File: config.mk
export PLATFORM = sky130hd
export DESIGN_NAME = camera_block_frame_parser_top
export DESIGN_NICKNAME = d
export VERILOG_FILES = /design/src/rtl/core/cbfp_pkg.sv /design/src/rtl/core/cbfp_word_pack.sv /design/src/rtl/core/cbfp_frame_fsm.sv /design/src/rtl/core/cbfp_out_reg.sv /design/src/rtl/core/camera_block_frame_parser_top.sv
export SDC_FILE = /design/constraint.sdc
export NUM_CORES = 1
export LEC_CHECK = 0
export BUFFER_PORTS_ARGS = -buffer_cell sky130_fd_sc_hd__buf_4
export CORE_UTILIZATION = 62
export CTS_CLUSTER_SIZE = 28
export DETAILED_ROUTE_END_ITERATION = 8
export HOLD_SLACK_MARGIN = 0.06
export PLACE_DENSITY = 0.86
export RECOVER_POWER = 25
export SLEW_MARGIN = 25
export SYNTH_ARGS = -nofsm -noshare
export SYNTH_HDL_FRONTEND = slang
export SYNTH_SLANG_ARGS = --single-unit
export TNS_END_PERCENT = 30
File: constraint.sdc
create_clock -name clk -period 22.8 [get_ports clk]
set_input_delay 5.7 -clock clk [delete_from_list [all_inputs] [get_ports clk]]
set_output_delay 5.7 -clock clk [all_outputs]
set_load 0.05 [all_outputs]
File: src/rtl/core/cbfp_pkg.sv
// ----------------------------------------------------------------------------
// cbfp_pkg
// Shared types and constants for the camera block frame parser.
// ----------------------------------------------------------------------------
package cbfp_pkg;

    localparam logic [15:0] SYNC_WORD     = 16'haa55;
    localparam logic [15:0] SYNC_WORD_CC  = 16'haa56;
    localparam logic [15:0] SYNC_WORD_REV = 16'h55aa;
    localparam logic [15:0] IDLE_WORD     = 16'hffff;
    localparam logic [15:0] ZERO_WORD     = 16'h0000;

    // Index of the last data word within a block
    localparam logic [2:0]  LAST_DATA_IDX  = 3'd5;
    localparam logic [2:0]  FIRST_DATA_IDX = 3'd1;

    typedef enum logic [1:0] {
        PH_HUNT = 2'd0,
        PH_CSUM = 2'd1,
        PH_DATA = 2'd2
    } phase_t;

    // One verified block
    typedef struct packed {
        logic [15:0] block_checksum;
        logic [15:0] signature;
        logic [15:0] pos_x;
        logic [15:0] pos_y;
        logic [15:0] obj_width;
        logic [15:0] obj_height;
    } block_result_t;

    // Control from the frame parser back to the word packer
    typedef struct packed {
        logic word_take;
        logic drop_set;
    } pack_ctrl_t;

endpackage

File: src/rtl/core/cbfp_word_pack.sv
// ----------------------------------------------------------------------------
// cbfp_word_pack
// Pairs bytes into little-endian words and drops one byte on request.
// ----------------------------------------------------------------------------
module cbfp_word_pack (
    input  logic                clk,
    input  logic                rst_n,
    input  logic                byte_valid,
    input  logic                byte_advance,
    input  logic [7:0]          byte_data,
    input  cbfp_pkg::pack_ctrl_t ctrl,
    output logic                word_avail,
    output logic [15:0]         word
);
    import cbfp_pkg::*;

    logic       half_reg;
    logic       half_next;
    logic [7:0] low_reg;
    logic [7:0] low_next;
    logic       drop_reg;
    logic       drop_next;

    // Present a word when the held beat completes one
    assign word_avail = byte_valid && !drop_reg && half_reg;
    assign word       = {byte_data, low_reg};

    // Advance pairing state on each consumed beat
    always_comb
    begin
        half_next = half_reg;
        low_next  = low_reg;
        drop_next = drop_reg;
        if (byte_advance)
        begin
            if (drop_reg)
            begin
                drop_next = 1'b0;
            end
            else if (!half_reg)
            begin
                low_next  = byte_data;
                half_next = 1'b1;
            end
            else
            begin
                half_next = 1'b0;
                drop_next = ctrl.word_take && ctrl.drop_set;
            end
        end
    end

    always_ff @(posedge clk or negedge rst_n)
    begin
        if (!rst_n)
        begin
            half_reg <= 1'b0;
            low_reg  <= 8'd0;
            drop_reg <= 1'b0;
        end
        else
        begin
            half_reg <= half_next;
            low_reg  <= low_next;
            drop_reg <= drop_next;
        end
    end

endmodule

File: src/rtl/core/cbfp_frame_fsm.sv
// ----------------------------------------------------------------------------
// cbfp_frame_fsm
// Sync hunt, checksum and data word capture with additive checksum check.
// ----------------------------------------------------------------------------
module cbfp_frame_fsm (
    input  logic                    clk,
    input  logic                    rst_n,
    input  logic                    word_take,
    input  logic [15:0]             word,
    output logic                    drop_req,
    output logic                    result_hit,
    output cbfp_pkg::block_result_t result
);
    import cbfp_pkg::*;

    phase_t      phase_reg;
    phase_t      phase_next;
    logic [15:0] prev_reg;
    logic [15:0] prev_next;
    logic [2:0]  cnt_reg;
    logic [2:0]  cnt_next;
    logic [15:0] sum_reg;
    logic [15:0] sum_next;
    logic [15:0] cap_reg [0:4];
    logic [2:0]  idx;
    logic [15:0] sum_add;
    logic        is_sync;

    // Normalize the data word index into 1..5
    assign idx     = (cnt_reg == 3'd0 || cnt_reg > LAST_DATA_IDX) ? FIRST_DATA_IDX : cnt_reg;
    assign sum_add = sum_reg + word;
    assign is_sync = (word == SYNC_WORD) || (word == SYNC_WORD_CC);

    assign result_hit = (phase_reg == PH_DATA) && (idx == LAST_DATA_IDX)
                        && (sum_add == cap_reg[0]);
    assign result     = '{block_checksum: cap_reg[0], signature: cap_reg[1],
                          pos_x: cap_reg[2], pos_y: cap_reg[3],
                          obj_width: cap_reg[4], obj_height: word};

    // Next phase, previous word, counter and sum
    always_comb
    begin
        phase_next = phase_reg;
        prev_next  = prev_reg;
        cnt_next   = cnt_reg;
        sum_next   = sum_reg;
        drop_req   = 1'b0;
        unique case (phase_reg)
            PH_CSUM:
            begin
                if (is_sync || word == ZERO_WORD)
                begin
                    phase_next = PH_HUNT;
                    prev_next  = IDLE_WORD;
                    cnt_next   = 3'd0;
                    sum_next   = 16'd0;
                end
                else
                begin
                    phase_next = PH_DATA;
                    cnt_next   = FIRST_DATA_IDX;
                    sum_next   = 16'd0;
                end
            end
            PH_DATA:
            begin
                if (idx == LAST_DATA_IDX)
                begin
                    phase_next = PH_HUNT;
                    prev_next  = IDLE_WORD;
                    cnt_next   = 3'd0;
                    sum_next   = 16'd0;
                end
                else
                begin
                    cnt_next = idx + 3'd1;
                    sum_next = sum_add;
                end
            end
            default:
            begin
                if (word == ZERO_WORD && prev_reg == ZERO_WORD)
                begin
                    phase_next = PH_HUNT;
                    prev_next  = IDLE_WORD;
                    cnt_next   = 3'd0;
                    sum_next   = 16'd0;
                end
                else if (prev_reg == SYNC_WORD && is_sync)
                begin
                    phase_next = PH_CSUM;
                    cnt_next   = 3'd0;
                    sum_next   = 16'd0;
                end
                else
                begin
                    drop_req  = (word == SYNC_WORD_REV);
                    prev_next = word;
                end
            end
        endcase
    end

    always_ff @(posedge clk or negedge rst_n)
    begin
        if (!rst_n)
        begin
            phase_reg <= PH_HUNT;
            prev_reg  <= IDLE_WORD;
            cnt_reg   <= 3'd0;
            sum_reg   <= 16'd0;
        end
        else if (word_take)
        begin
            phase_reg <= phase_next;
            prev_reg  <= prev_next;
            cnt_reg   <= cnt_next;
            sum_reg   <= sum_next;
        end
    end

    // Capture checksum and data words
    always_ff @(posedge clk)
    begin
        if (word_take)
        begin
            if (phase_reg == PH_CSUM)
            begin
                cap_reg[0] <= word;
            end
            else if (phase_reg == PH_DATA && idx != LAST_DATA_IDX)
            begin
                cap_reg[idx] <= word;
            end
        end
    end

endmodule

File: src/rtl/core/cbfp_out_reg.sv
// ----------------------------------------------------------------------------
// cbfp_out_reg
// Result register on the master side of the parser.
// ----------------------------------------------------------------------------
module cbfp_out_reg (
    input  logic                    clk,
    input  logic                    rst_n,
    input  logic                    load,
    input  cbfp_pkg::block_result_t result,
    input  logic                    m_axis_tready,
    output logic                    m_axis_tvalid,
    output logic [95:0]             m_axis_tdata
);
    import cbfp_pkg::*;

    logic          valid_reg;
    block_result_t data_reg;

    // Hold a result until the downstream beat completes
    always_ff @(posedge clk or negedge rst_n)
    begin
        if (!rst_n)
        begin
            valid_reg <= 1'b0;
        end
        else if (load)
        begin
            valid_reg <= 1'b1;
        end
        else if (m_axis_tready)
        begin
            valid_reg <= 1'b0;
        end
    end

    always_ff @(posedge clk)
    begin
        if (load)
        begin
            data_reg <= result;
        end
    end

    assign m_axis_tvalid = valid_reg;
    assign m_axis_tdata  = {data_reg.obj_height, data_reg.obj_width, data_reg.pos_y,
                            data_reg.pos_x, data_reg.signature, data_reg.block_checksum};

endmodule

File: src/rtl/core/camera_block_frame_parser_top.sv
// ----------------------------------------------------------------------------
// camera_block_frame_parser_top
// Byte stream to verified object block parser.
// ----------------------------------------------------------------------------
// The block takes one received byte per beat and can accept a byte every
// clock cycle. Each byte is held in an input register and handled in the
// next cycle; a verified block is loaded into the output register when the
// byte that completes its last data word is handled. A byte waits in the input
// register only when it completes a block while the previous block has not
// yet been taken downstream.
module camera_block_frame_parser_top (
    input  logic        clk,
    input  logic        rst_n,
    input  logic        s_axis_tvalid,
    output logic        s_axis_tready,
    input  logic [7:0]  s_axis_tdata,   // [7:0] rx_byte
    output logic        m_axis_tvalid,
    input  logic        m_axis_tready,
    output logic [95:0] m_axis_tdata    // block_checksum, signature, pos_x, pos_y,
                                        // obj_width, obj_height (16 bits each)
);
    import cbfp_pkg::*;

    logic          in_valid_reg;
    logic [7:0]    in_byte_reg;
    logic          word_avail;
    logic [15:0]   word;
    logic          drop_req;
    logic          result_hit;
    block_result_t result;
    logic          out_stall;
    logic          fire;
    logic          word_take;
    pack_ctrl_t    pack_ctrl;

    // Consume the held beat unless its result has nowhere to go
    assign out_stall     = m_axis_tvalid && !m_axis_tready;
    assign fire          = in_valid_reg && !(word_avail && result_hit && out_stall);
    assign word_take     = fire && word_avail;
    assign s_axis_tready = !in_valid_reg || fire;
    assign pack_ctrl     = '{word_take: word_take, drop_set: drop_req};

    // Input register
    always_ff @(posedge clk or negedge rst_n)
    begin
        if (!rst_n)
        begin
            in_valid_reg <= 1'b0;
        end
        else if (s_axis_tready)
        begin
            in_valid_reg <= s_axis_tvalid;
        end
    end

    always_ff @(posedge clk)
    begin
        if (s_axis_tvalid && s_axis_tready)
        begin
            in_byte_reg <= s_axis_tdata;
        end
    end

    cbfp_word_pack u_word_pack (
        .clk          (clk),
        .rst_n        (rst_n),
        .byte_valid   (in_valid_reg),
        .byte_advance (fire),
        .byte_data    (in_byte_reg),
        .ctrl         (pack_ctrl),
        .word_avail   (word_avail),
        .word         (word)
    );

    cbfp_frame_fsm u_frame_fsm (
        .clk        (clk),
        .rst_n      (rst_n),
        .word_take  (word_take),
        .word       (word),
        .drop_req   (drop_req),
        .result_hit (result_hit),
        .result     (result)
    );

    cbfp_out_reg u_out_reg (
        .clk           (clk),
        .rst_n         (rst_n),
        .load          (word_take && result_hit),
        .result        (result),
        .m_axis_tready (m_axis_tready),
        .m_axis_tvalid (m_axis_tvalid),
        .m_axis_tdata  (m_axis_tdata)
    );

endmodule

# == After elaboration in Yosys (flattened, before gate mapping) ==
# Memory sizes are Yosys's and may differ from the RTL's. A register that Yosys moved wholly into a read port is not among the register bits.
# Index checks and enable logic that the tools add are counted.
# totals
regBits,89
latchBits,0
mem_bits_rw,80
mem_bits_ro,0
input_bits,12
mem_count,1
# mem_list
memory,depth,width,rd,rd_ports_with_merged_regs,write_ports,line_no,source
u_frame_fsm.cap_reg,5,16,5,4,1,cbfp_frame_fsm.sv:24,logic [15:0] cap_reg [0:4];
# classes
add_sub_neg,2
mul,0
n_div,0
magnitude_cmp,1
n_eq_ne,12
shifts,0
muxes,38
n_bitwise,2
reduce_logical,35
# op_table
cell,count
2-to-1 mux 16 bit,8
one-hot mux 16 bit (2 select lines),2
equality test 16 bit (second input constant),3
zero test 16 bit,2
2-to-1 mux 1 bit,17
adder 16 bit,1
equality test 16 x 15 -> 1 bit (second input constant),1
equality test 16 bit,1
OR reduction 16 bit,1
logical AND 1 bit,15
2-to-1 mux 3 bit,5
2-to-1 mux 2 bit,4
one-hot mux 3 bit (2 select lines),1
AND reduction 3 bit,2
zero test 1 bit,4
logical OR 1 bit,4
!= test 2 x 1 -> 1 bit (second input constant),2
!= test 4 x 3 -> 1 bit (second input constant),1
one-hot mux 2 bit (2 select lines),1
AND reduction 2 bit,2
AND reduction 4 bit,1
nonzero test 4 bit,1
adder 3 x 1 -> 3 bit (second input constant),1
equality test 3 bit (second input constant),1
other kinds (8),9

# == Depth between registers and ports, before layout ==
# Gate-level depths: netlist of the first run.
# logic_depth
word_depth,15
depth_mapped,15

# == Cells and area by module ==
# Synthesis of the first run repeated with hierarchy kept, for this count alone.
# unflattened
cells_unflattened,553
hier_area_um2,9064.9
# by_module_without_submodules
mod,n_inst,cells_per_inst,area_each_um2
cbfp_frame_fsm,1,402,5355.1
cbfp_out_reg,1,99,2919.0
cbfp_word_pack,1,33,460.4
camera_block_frame_parser_top,1,19,330.3

# == Least setup slack after synthesis of the first run ==
# No wires, ideal clock.
# synth_timing
path_kind,input port to output port
start,input m_axis_tready
end,output s_axis_tready
arrival_ns,6.559
t_required_ns,17.100
setup_slack_ns,10.541
stages,2
path_buffers,0
cell_sequence,nor2b_1 nand3_1
# synth_via
elab_chain_cells,6
# synth_lines
item,line_no,source
start: declaration,camera_block_frame_parser_top.sv:18,"input logic m_axis_tready,"
zero test 1 bit,camera_block_frame_parser_top.sv:37,assign out_stall = m_axis_tvalid && !m_axis_tready;
logical AND 1 bit,camera_block_frame_parser_top.sv:37,
logical AND 1 bit,camera_block_frame_parser_top.sv:38,assign fire = in_valid_reg && !(word_avail && result_hit && out_stall);
zero test 1 bit,camera_block_frame_parser_top.sv:38,
logical AND 1 bit,camera_block_frame_parser_top.sv:38,
logical OR 1 bit,camera_block_frame_parser_top.sv:40,assign s_axis_tready = !in_valid_reg || fire;
end: declaration,camera_block_frame_parser_top.sv:15,"output logic s_axis_tready,"
# No other way between the ends.

# == Worst setup path after layout of the first run ==
# Same ends and word-level chain as after synthesis.

==> flow_metrics.env, run 1 <==
export IMPL_crit_top_cell="buf_4"
export IMPL_wl_per_cell_um=24.1
export IMPL_die_w_um=125
export IMPL_min_delay_path_depth=0
export IMPL_cts_root_buf="clkbuf_16"
export IMPL_cts_tree="yes"
export IMPL_synth_cells=600
export IMPL_antenna_found_initial=0
export IMPL_yosysMostFrequentCell="edfxtp_1"
export IMPL_cts_buffers=23
export IMPL_area_delta_synth_final_pct=19.0
export IMPL_io_buffer_count=109
export IMPL_viasPerCell=6.61
export IMPL_grt_pass1_vias=6041
export IMPL_final_layout_size_suffix_gt1_share_pct=27.3
export IMPL_ant_nets=0
export IMPL_place_congestion=0.903
export IMPL_max_freq_mhz=79.3
export IMPL_crit_path_end_kind="output port"
export IMPL_min_period_over_period_pct=55.3
export IMPL_grt_remaining_overflow=0
export IMPL_worst_path_dominant_cell_family="simple AND/OR/NAND/NOR gates"
export IMPL_worst_slew_pin_slew_ps=968
export IMPL_cts_resized=0
export IMPL_setup_viol=0
export IMPL_grt_usage_pct=28.7
export IMPL_worst_skew_pair_late_latency_ps=510
export IMPL_path_depth=4
export IMPL_synth_warnings=0
export IMPL_max_clock_path_buffers=3
export IMPL_maxCapViolations=0
export IMPL_synth_avg_cell_area_um2=15.7
export IMPL_seqPwrFrac_pct=44.8
export IMPL_path_clk_slew_ps=70
export IMPL_syn_area_um2=9430
export IMPL_grt_pass1_wl_mm=33.9
export IMPL_wl_mm=22.1
export IMPL_timing_slew_headroom_pct=35.3
export IMPL_finalInstanceArea_um2=11200
export IMPL_n_antenna_cell=0
export IMPL_final_max_slew_violation_count=0
export IMPL_crit_chain="buf_4 > nor2b_1 > nand3_1 > buf_4"
export IMPL_violations="design-rule violations"
export IMPL_cts_hold_fix_buffers=0
export IMPL_hold_viol=0
export IMPL_cp_num_buf_inv=2
export IMPL_start_util_pct=64.2
export IMPL_cp_slowest_cell="nor2b_1"
export IMPL_die_h_um=125
export IMPL_synth_commonest_cells="edfxtp_1, dfrtp_1, nand2_1"
export IMPL_drtPass1Iterations=9
export IMPL_synth_area_leaders="edfxtp_1, dfrtp_1, dfstp_2, ha_1, nor4_1"
export IMPL_cts_sinks=233
export IMPL_dpl_cell_area_um2=10400
export IMPL_die_area_um2=15700
export IMPL_crit_fanout=5
export IMPL_p_int_mw=0.871
export IMPL_first_iter_violations=667
export IMPL_remaining_drc_errors=14
export IMPL_cp_start_kind="input port"
export IMPL_syn_nets=632
export IMPL_p_per_area_nw_per_um2=112
export IMPL_r2r_cells=13
export IMPL_p_switching_mw=0.384
export IMPL_synth_area_leader_cell="edfxtp_1"
export IMPL_p_clk_share_pct=32.1
export IMPL_layout_nets=748
export IMPL_fill_cells=823
export IMPL_hold_class="register to register"
export IMPL_cts_setup_buffers=0
export IMPL_rsz0062_at_grt="no"
export IMPL_r2r_slack_ps=17150
export IMPL_synth_top_area_share_pct=58.6
export IMPL_dp_hpwl_mm=13.1
export IMPL_slowest_delay_ps=470
export IMPL_io_pins=110
export IMPL_h_tree_depth=1
export IMPL_fin_tns_setup_ps=0
export IMPL_status="complete, but fails checks"
export IMPL_async_reset_ff_share_pct=21.0
export IMPL_vias=6061
export IMPL_grt_max_degree=73
export IMPL_p_leak_nw=4.16
export IMPL_skew_ps=16.0
export IMPL_ys_ff_latch=233
export IMPL_synth_ff_type="edfxtp_1"
export IMPL_coreArea_um2=14700
export IMPL_rows=44
export IMPL_combPwrFrac_pct=23.2
export IMPL_power_switching_share_pct=30.6
export IMPL_arrival_ps=6910
export IMPL_peakVddDrop_uv=62.0
export IMPL_cp_required_ps=17100
export IMPL_fin_crit_ps=12610
export IMPL_crit_type="input port to output port"
export IMPL_synth_cell_types=78
export IMPL_synth_edf_count=184
export IMPL_seq_area_frac_synth_pct=71.8
## layer usage
| layer | vias up | part of all wire, % | global-route usage (%) |
|---|---|---|---|
| li1 | 2600 | - | - |
| met1 | 2933 | 38 | 37.1 |
| met2 | 442 | 48 | 47.7 |
| met3 | 86 | 9.3 | 4.84 |
| met4 | 0 | 4.8 | 14.6 |
| met5 | - | 0 | 0 |
## worst reg2reg max path: stages (launching register included)
cell       delay [ps]
dfrtp_1           610
ha_1              270
inv_1              70
fa_1              440
nor2b_1           220
o31a_1            270
o21ai_1           160
a32o_1            240
a2111oi_0         400
o2111ai_1         330
nor4_4            480
nand2_1           210
nor2_4            670
buf_4             840
## cells by family (layout without fill, tap and decap cells)
family / Yosys count / after routing / share of synthesized area [%]
muxes: 9 / 9 / 1.06
adders and majority gates: 20 / 20 / 2.73
DFF: 233 / 233 / 71.8
xor gates and xnor gates: 29 / 29 / 2.98
buffers and inverters: 31 / 164 / 1.75
AOI/OAI and AO/OA: 117 / 117 / 9.85
and+or+nand+nor: 161 / 161 / 9.84
## cell type report
| type | instances | area, um^2 | area share [%] |
|---|---|---|---|
| Clock buffer | 29 | 618 | 5.51 |
| Clock inverter | 13 | 188 | 1.67 |
| Sequential cell | 233 | 6770 | 60.3 |
| Timing Repair Buffer | 114 | 856 | 7.63 |
| Inverter | 8 | 30.0 | 0.268 |
| Tap cell | 184 | 230 | 2.05 |
| Multi-Input combinational cell | 336 | 2530 | 22.5 |
## cells in the final DEF, fill, tap and decap left out, types with 4 or more instances in the layout
cell and n:
nand2_1 32, dfstp_2 16, nand2b_1 11, nor4b_1 4
a32o_1 5, nor3b_1 5, a21oi_1 20, nand3b_1 5
a2bb2oi_1 13, clkbuf_16 23, o21ai_0 12, a22o_1 6
edfxtp_1 184, nor2_1 16, nand3_1 6, xor2_1 6
nor4_1 28, nor2b_1 5, a21o_1 10, buf_4 114
o211ai_1 5, xnor2_1 21, clkbuf_1 4, mux2_2 7
or4_1 4, bufinv_16 4, nor3_1 11, ha_1 19
nand4_1 9, dfrtp_1 33, inv_1 8
## worst paths after layout
check                                          start                    endpoint
max                                    m_axis_tready               s_axis_tready
min                        u_frame_fsm.cap_reg[3][1]            m_axis_tdata[49]
max reg2reg                   u_word_pack.low_reg[0]  u_out_reg.m_axis_tdata[87]
min reg2reg                u_frame_fsm.cap_reg[3][1]            m_axis_tdata[49]
max in group asynchronous                      rst_n      u_frame_fsm.sum_reg[2]
min in group asynchronous                      rst_n      u_frame_fsm.sum_reg[9]
## power groups by stage
stage | Clock, mW | Sequential, mW | Combinational [mW]
after floorplan | 0 | 0.545 | 0.232
after global placement | 0 | 0.561 | 0.268
after detailed placement | 0 | 0.564 | 0.278
after CTS | 0.407 | 0.559 | 0.285
after global routing | 0.421 | 0.564 | 0.313
final | 0.403 | 0.562 | 0.291
## through the flow
step           setup WS [ps]  hold WS (ps)  instances  power (mW)  utilization [%]
2_1_floorplan          10540           400        600       0.777                -
3_3_place_gp           10280           400        875       0.830             70.9
3_5_place_dp           10210           405        875       0.841             70.9
4_1_cts                10240           418        917        1.25             76.3
5_1_grt                10120           421        917        1.30             76.3
6_report               10190           415        917        1.25             76.3
Power figures use the tool's default switching activity.
==> inputs of run 2 (changes only) <==
- CORE_UTILIZATION: 62 -> 58
- PLACE_DENSITY: 0.86 -> 0.81
- clock period: 22.8 -> 12.6 ns (I/O delays scaled with it)
==> run 2 against run 1 <==
Against the previous run: the run now ends clean; non-clock buffer count unchanged; clock skew up 0.80 ps; wire length down 8.8%; count of clock-buffer cells in the layout unchanged; register-to-register slack worse by 10000 ps; sequential power up 80%; worst setup slack worse by 5100 ps; clock power up 59%; sequential cell count unchanged; critical endpoint unchanged; largest power group unchanged; highest routed layer unchanged.
==> flow_metrics.env, run 2 (synthesis gave the netlist of run 1 again) <==
export IMPL_status="completed"
export IMPL_area_delta_synth_final_pct=18.4
export IMPL_r2r_start="u_word_pack.low_reg[0]"
export IMPL_hold_class="register to register"
export IMPL_crit_fanout=11
export IMPL_cp_startpoint="u_word_pack.low_reg[0]"
export IMPL_crit_type="register to output port"
export IMPL_fin_tns_setup_ps=0
export IMPL_endpoint="s_axis_tready"
export IMPL_crit_path_end_kind="output port"
export IMPL_wl_per_cell_um=21.2
export IMPL_max_clock_path_buffers=3
export IMPL_peakVddDrop_uv=144
export IMPL_grt_max_degree=71
export IMPL_rows=46
export IMPL_vias=5662
export IMPL_first_iter_violations=357
export IMPL_die_h_um=130
export IMPL_coreArea_um2=15900
export IMPL_grt_pass1_wl_mm=30.4
export IMPL_cts_root_buf="clkbuf_16"
export IMPL_min_period_over_period_pct=59.9
export IMPL_grt_usage_pct=24.4
export IMPL_cp_required_ps=9450
export IMPL_cts_tree="yes"
export IMPL_totalPowerFinal_mw=2.16
export IMPL_die_w_um=130
export IMPL_antenna_found_initial=0
export IMPL_maxCapViolations=0
export IMPL_ant_nets=0
export IMPL_arrival_ps=4400
export IMPL_place_congestion=0.839
export IMPL_cts_resized=0
export IMPL_setup_viol=0
export IMPL_io_buffer_count=109
export IMPL_r2r_cells=13
export IMPL_layout_commonest_cell="edfxtp_1"
export IMPL_cts_buffers=23
export IMPL_skew_ps=16.8
export IMPL_worst_slew_pin_slew_ps=973
export IMPL_r2r_end="m_axis_tdata[39]"
export IMPL_cp_start_kind="register"
export IMPL_rsz0062_at_grt="no"
export IMPL_wl_mm=20.1
export IMPL_grt_pass1_vias=5497
export IMPL_layout_nets=748
export IMPL_hold_path_startpoint="u_frame_fsm.cap_reg[4][12]"
export IMPL_final_layout_size_suffix_gt1_share_pct=27.1
export IMPL_worst_skew_pair_late_latency_ps=520
export IMPL_die_area_um2=16800
export IMPL_p_per_area_nw_per_um2=193
export IMPL_timing_slew_headroom_pct=35.1
export IMPL_cts_setup_buffers=0
export IMPL_remaining_drc_errors=0
export IMPL_p_leak_nw=4.13
export IMPL_path_clk_slew_ps=60
export IMPL_cts_hold_fix_buffers=0
export IMPL_h_tree_depth=1
export IMPL_drtPass1Iterations=6
export IMPL_final_max_slew_violation_count=0
export IMPL_hold_viol=0
export IMPL_io_pins=110
export IMPL_dp_hpwl_mm=13.0
export IMPL_cts_sinks=233
export IMPL_fin_crit_ps=7550
export IMPL_grt_remaining_overflow=0
export IMPL_final_cell_mix="edfxtp_1, buf_4, dfrtp_1, nand2_1, nor4_1"
export IMPL_r2r_slack_ps=7150
export IMPL_n_antenna_cell=0
export IMPL_viasPerCell=5.97
export IMPL_max_freq_mhz=132
export IMPL_fill_cells=1027
export IMPL_start_util_pct=59.4
run 2: changes by cell type in the layout (fill, tap and decap cells not counted):
cell / previous run / this run
bufinv_16: 4 / 0
clkinv_2: 2 / 5
clkinv_1: 0 / 1
clkinv_8: 0 / 1
clkinvlp_4: 3 / 2
run 2: power breakdown:
group          internal (mW)  switching (mW)  total [mW]
Combinational          0.212           0.296       0.508
Clock                  0.354           0.286       0.639
Sequential             0.928          0.0816        1.01
Total                   1.49           0.663        2.16
run 2: how the worst min path moves through the flow:
stage                             to  slack [ps]  cells after the start
floorplan           m_axis_tdata[16]         400                      0
global placement    m_axis_tdata[24]         400                      0
detailed placement  m_axis_tdata[19]         400                      0
CTS                 m_axis_tdata[76]         420                      0
global route        m_axis_tdata[18]         420                      0
finish              m_axis_tdata[76]         420                      0
run 2: through the flow:
step	setup slack, ps	utilization [%]	instances	instance area [um^2]	hold slack, ps
2_1_floorplan	4770	-	600	9430	400
3_3_place_gp	5160	65.8	907	10500	403
3_5_place_dp	5120	65.8	907	10500	405
4_1_cts	5020	70.3	949	11200	416
5_1_grt	4720	70.3	949	11200	423
6_report	5050	70.3	949	11200	416
run 2: layer usage:
metal | vias up | global-route usage (%) | share of wire, %
li1 | 2596 | - | -
met1 | 2777 | 31.6 | 41
met2 | 240 | 41.3 | 50
met3 | 49 | 4.71 | 6.4
met4 | 0 | 8.96 | 2.8
met5 | - | 0 | 0
run 2: critical path: stages (launching register included):
cell and delay (ps):
dfrtp_1 580, ha_1 240, inv_1 60, fa_1 430, nor2b_1 210, o31a_1 250, o21ai_1 160, a32o_1 240
a2111oi_0 390, o2111ai_1 310, nor4_4 460, nand3_1 270, buf_4 280
run 2: cell type report:
| cell class | instances | area (um^2) | share of cell area [%] |
|---|---|---|---|
| tap | 216 | 270 | 2.42 |
| clock inverter | 13 | 95.1 | 0.851 |
| timing repair buffer | 114 | 856 | 7.66 |
| clock buffer | 29 | 618 | 5.53 |
| multi-input combinational | 336 | 2530 | 22.6 |
| inverter | 8 | 30.0 | 0.269 |
| sequential | 233 | 6770 | 60.6 |
